$ cat src/rtl/core/lat_ram.sv
// Generic single-write, single-read RAM with a registered read port.
// No dependencies.
module lat_ram #(
	parameter int WIDTH = 64,
	parameter int DEPTH = 64
) (
	input  logic                     clk,
	input  logic                     we,
	input  logic [$clog2(DEPTH)-1:0] waddr,
	input  logic [WIDTH-1:0]         wdata,
	input  logic                     re,
	input  logic [$clog2(DEPTH)-1:0] raddr,
	output logic [WIDTH-1:0]         rdata
);

	logic [WIDTH-1:0] mem_q [DEPTH];
	logic [WIDTH-1:0] rdata_q;

	always_ff @(posedge clk) begin
		if (we) begin
			mem_q[waddr] <= wdata;
		end
		if (re) begin
			rdata_q <= mem_q[raddr];
		end
	end

	assign rdata = rdata_q;

endmodule

$ cat config.mk
export PLATFORM = sky130hd
export DESIGN_NAME = lat_ram
export DESIGN_NICKNAME = d
export VERILOG_FILES = /design/src/rtl/core/lat_ram.sv
export SDC_FILE = /design/constraint.sdc
export NUM_CORES = 2
export LEC_CHECK = 0
export BUFFER_PORTS_ARGS = -buffer_cell sky130_fd_sc_hd__buf_2
export CAP_MARGIN = 20
export CORE_MARGIN = 8
export CORE_UTILIZATION = 25
export CTS_CLUSTER_DIAMETER = 40
export DETAILED_ROUTE_END_ITERATION = 12
export SYNTH_ARGS = -nofsm -noshare
export SYNTH_HDL_FRONTEND = slang
export SYNTH_SLANG_ARGS = --single-unit
$ cat constraint.sdc
create_clock -name clk -period 7.9 [get_ports clk]
set_input_delay 1.185 -clock clk [delete_from_list [all_inputs] [get_ports clk]]
set_output_delay 1.185 -clock clk [all_outputs]
set_load 0.03 [all_outputs]
# Yosys cells after proc, flatten, opt, wreduce, memory -nomap -nowiden
# Memory sizes are Yosys's and may differ from the RTL's. A register that Yosys moved wholly into a read port is not among the register bits.
# Index checks and enable logic that the tools add are counted.
[totals] word_cells=3 rom_bits=0 mem_bits_rw=4096 inputBits=79 n_memories=1 register_bits=0 output_inout_bits=64 latchBits=0
[mem_list] name="mem_q" depth=64 width=64 read_ports=1 rd_clocked_by_memory_dff=1 wr=1 line_no="16" text="logic [WIDTH-1:0] mem_q [DEPTH];"
[op_classes] n_bitwise=0 n_mul=0 n_eq_ne=0 shifts=0 add_sub_neg=0 n_div=0 reduce_logical=0 n_mux=2 magnitude_cmp=0
[ops] op="1-bit two-way mux" n=2

# Depth between registers and ports, before layout
[depth] depth_word=2 ltp_mapped=9 ltp_nobuf=5

# Least setup slack after synthesis
# Ideal clock, no wire load.
[synth_path] path_kind="input to register" start="input waddr[3]" end="memory mem_q[48][0], enable pin" arrival_ns=6.057 cell_stages=4 setup_ns=0.564 slack_ns=1.279 t_required_ns=7.336 path_buffers=1 cell_sequence="clkbuf_1 nor2b_1 nand4b_1 nor3_1"
[synth_rtl] item="start, declared" line_no="9" text="input logic [$clog2(DEPTH)-1:0] waddr,"
[synth_rtl] item="end, declared" line_no="16"
# Straight into the memory's write port.

==> flow_summary_export.csv <==
group,metric,value,unit
worst_hold_path,hold_class,"in2reg",
setup_path,top_cell_family_by_delay_on_the_critical_path,"buffers and inverters",
logic_synthesis,postSynthAreaPerCell,23.79,um^2
routing,wirelength,452.0,mm
setup_path,cell_repeated_most_along_the_worst_path,"sky130_fd_sc_hd__buf_12",
logic_synthesis,flip_flop_and_latch_count_after_synthesis,4160,
finish,stdcell_count,15839,
logic_synthesis,synth.top_cells.by_area,"sky130_fd_sc_hd__edfxtp_1 80%, sky130_fd_sc_hd__mux4_2 15%, sky130_fd_sc_hd__mux2i_1 0.86%",
setup_path,r2r_start,"mem_q[61][58]",
routing,detailroute.via_count,75675,
placed_design,hpwl,241.6,mm
timing,hold_violations,0,
timing,finalSetupViolCount,0,
run,cap_violations,0,
logic_synthesis,synth.lib_cells_used.distinct,32,
timing,normalized_max_slew_margin,20.21,%
grt,maximum_number_of_pins_on_one_net_before_global_route_repair,118,
floorplanning,initial_core_util,25.04,%
routing,drt_pass1_iterations,5,
setup_path,crit_start,"raddr[1]",
logic_synthesis,synth-edff-count,4160,
placed_design,post_place_cells,14900,
setup_path,slowest_delay,620,ps
clock_tree,clkTransAtPathRegs,60,ps
routing,drc,0,
timing,worst_pin_slew,1197,ps
setup_path,crit_path_top_delay_cell,"sky130_fd_sc_hd__a41oi_1",
logic_synthesis,async_flop_share,0,%
finish,layout-drive-gt1-share,29.85,%
power,power_density,262.3,mW/mm^2
setup_path,worst-path-max-fanout,63,
setup_path,worst_ep_arrival_time,4670,ps
clock_tree,htree_num_levels,5,
routing,ant_nets,0,
timing,timing.final.crit_share,50.34,%
logic_synthesis,gate_count_post_synth,6598,
timing,timing.final.max_slew_violations,0,
floorplanning,core_area,0.6270,mm^2
placed_design,place.port_buffers,142,
timing,timing.final.ws_setup,3924,ps
logic_synthesis,synth_top_area_cell,"sky130_fd_sc_hd__edfxtp_1",
grt,antenna_found_initial,87,
finish,area_growth_syn_to_layout,18.13,%
setup_path,path_buf_inv,4,
setup_path,cp_cell_sequence,"buf_8 > buf_12 > buf_12 > buf_4 > mux4_2 > mux2i_1 > o22ai_1 > a41oi_1 > a211oi_1",
logic_synthesis,synth.top_cell.area_share,79.57,%
routing,drt_first_iter_violations,10199,
clock_tree,clock_tree.root_cell,"sky130_fd_sc_hd__clkbuf_16",
timing,grt_setup_unrepaired,"no",
logic_synthesis,yosys-top-cells-count,"4160 x sky130_fd_sc_hd__edfxtp_1, 1024 x sky130_fd_sc_hd__mux4_2, 170 x sky130_fd_sc_hd__buf_2",
clock_tree,longest_clk_path_bufs,4,
setup_path,crit_type,"in2reg",
clock_tree,post_cts_resize_count,0,
logic_synthesis,syn_nets,6677,
setup_path,setup.worst_path.start_class,"input pin",
logic_synthesis,yosysMostFrequentCell,"sky130_fd_sc_hd__edfxtp_1",
floorplanning,chipWidth,808.4,um
floorplanning,std_cell_rows,291,
timing,finalWorstPathRequiredPeriod,3977,ps
placed_design,finalWeightedCongestion,0.7484,
grt,global_route.overflow_total,0,
timing,totalNegativeSetupSlack,0,ps
setup_path,required,8600,ps
clock_tree,clock_latency,990,ps
routing,route.detailed.wl_per_inst,28.54,um
power,vdd.ir_drop.worst,269.3,uV
worst_hold_path,timing.hold.worst.start,"wdata[11]",
timing,final_hold_slack,482.3,ps
routing,via_density_per_instance,4.778,
logic_synthesis,synth_sequential_area_ratio,79.57,%
logic_synthesis,cell_area_synth,0.1570,mm^2
logic_synthesis,synth_warnings,0,
setup_path,timing.critical_path.to_type,"register",
floorplanning,floorplan.die.height,808.4,um
clock_tree,cts_hold_buffers_added,0,
logic_synthesis,dominant_synthesized_flop_cell,"sky130_fd_sc_hd__edfxtp_1",
floorplanning,area_of_the_die,0.6536,mm^2
grt,grt_pass1_vias,77016,
clock_tree,clock_sink_total,4160,
grt,grt_use_total,13.25,%
timing,max_clock_freq,251.5,MHz
timing,clock-skew-final,80.55,ps
clock_tree,clock_tree_from_tritoncts,"done",
floorplanning,floorplan.io_pins,143,
placed_design,dp_worst_setup_slack,2919,ps
clock_tree,cts.repair_timing.setup_buffer_count,0,
power,cellLeakagePower,56.21,nW
clock_tree,cts_inserted_buffers,463,
finish,fin_util,29.58,%
outcome,outcome,"finished clean",
grt,grt_first_pass_wirelength,621.7,mm
finish,final_net_count,7121,
-- worst register-to-register path, stage by stage (launching register included) --
cell and delay, ps:
sky130_fd_sc_hd__edfxtp_1 370, sky130_fd_sc_hd__mux4_2 470, sky130_fd_sc_hd__mux2i_1 230, sky130_fd_sc_hd__o22ai_1 180
sky130_fd_sc_hd__a41oi_1 640, sky130_fd_sc_hd__a211oi_1 180
-- layer usage --
metal,GRT usage [%],share of wire [%]
met2,22.51,49
met4,4.471,3.8
met1,17.08,38
met3,2.380,8.5
met5,0,0.025
-- where the power goes --
group / internal (mW) / switching [mW]
clock: 12.7 / 9.14
combinational: 0.772 / 1.39
sequential: 24.5 / 0.102
total: 38.0 / 10.6
-- state kept, by name (all words and copies together), names as in the netlist --
name / flops
mem_q: 4096
rdata: 64
-- final cells by class --
cell class / count / area [um^2]
Multi-Input combinational cell: 2049 / 30780
Antenna cell: 49 / 122.6
Timing Repair Buffer: 349 / 3364
Sequential cell: 4160 / 124900
Fill cell: 59897 / 441500
Tap cell: 8350 / 10450
Clock buffer: 520 / 11800
Inverter: 19 / 71.32
Clock inverter: 343 / 3951
-- worst paths after layout --
check | slack (ps) | cells past startpoint | to
worst min-delay path | 480 | 1 | mem_q[6][11]
worst min register to register | 940 | 4 | rdata[28]
worst max-delay path | 3920 | 9 | rdata[53]
worst max register to register | 5530 | 5 | rdata[58]
-- cells in the final DEF, fill, tap and decap left out, types with 44 or more instances in the layout --
cell type and instances:
sky130_fd_sc_hd__a211oi_1 63, sky130_fd_sc_hd__nor2_1 47, sky130_fd_sc_hd__nand2_1 56, sky130_fd_sc_hd__clkbuf_1 57, sky130_fd_sc_hd__clkinv_1 64, sky130_fd_sc_hd__and3_1 64
sky130_fd_sc_hd__buf_2 138, sky130_fd_sc_hd__clkinv_2 68, sky130_fd_sc_hd__diode_2 49, sky130_fd_sc_hd__mux4_2 1024, sky130_fd_sc_hd__buf_12 84, sky130_fd_sc_hd__buf_4 123
sky130_fd_sc_hd__o22ai_1 83, sky130_fd_sc_hd__edfxtp_1 4160, sky130_fd_sc_hd__clkinvlp_4 44, sky130_fd_sc_hd__a22o_1 88, sky130_fd_sc_hd__clkbuf_16 463, sky130_fd_sc_hd__a22oi_1 168
sky130_fd_sc_hd__nor2_4 64, sky130_fd_sc_hd__nand3_1 45, sky130_fd_sc_hd__bufinv_16 56, sky130_fd_sc_hd__mux2i_1 135
-- per-stage QoR --
| step | total power, mW | area [um^2] |
|---|---|---|
| after floorplan | 26.20 | 157000 |
| after global placement | 27.18 | 168800 |
| after detailed placement | 27.24 | 169000 |
| after CTS | 48.97 | 184800 |
| after global routing | 49.90 | 185400 |
| final | 48.64 | 185500 |
-- kinds of logic after synthesis --
group | Yosys count | share of synthesized area [%]
muxes | 1159 | 15.55
AOI/OAI and AO/OA | 504 | 2.467
and+or+nand+nor | 386 | 1.235
DFF | 4160 | 79.57
buffers and inverters | 389 | 1.176
(Power assumes the default switching activity.)
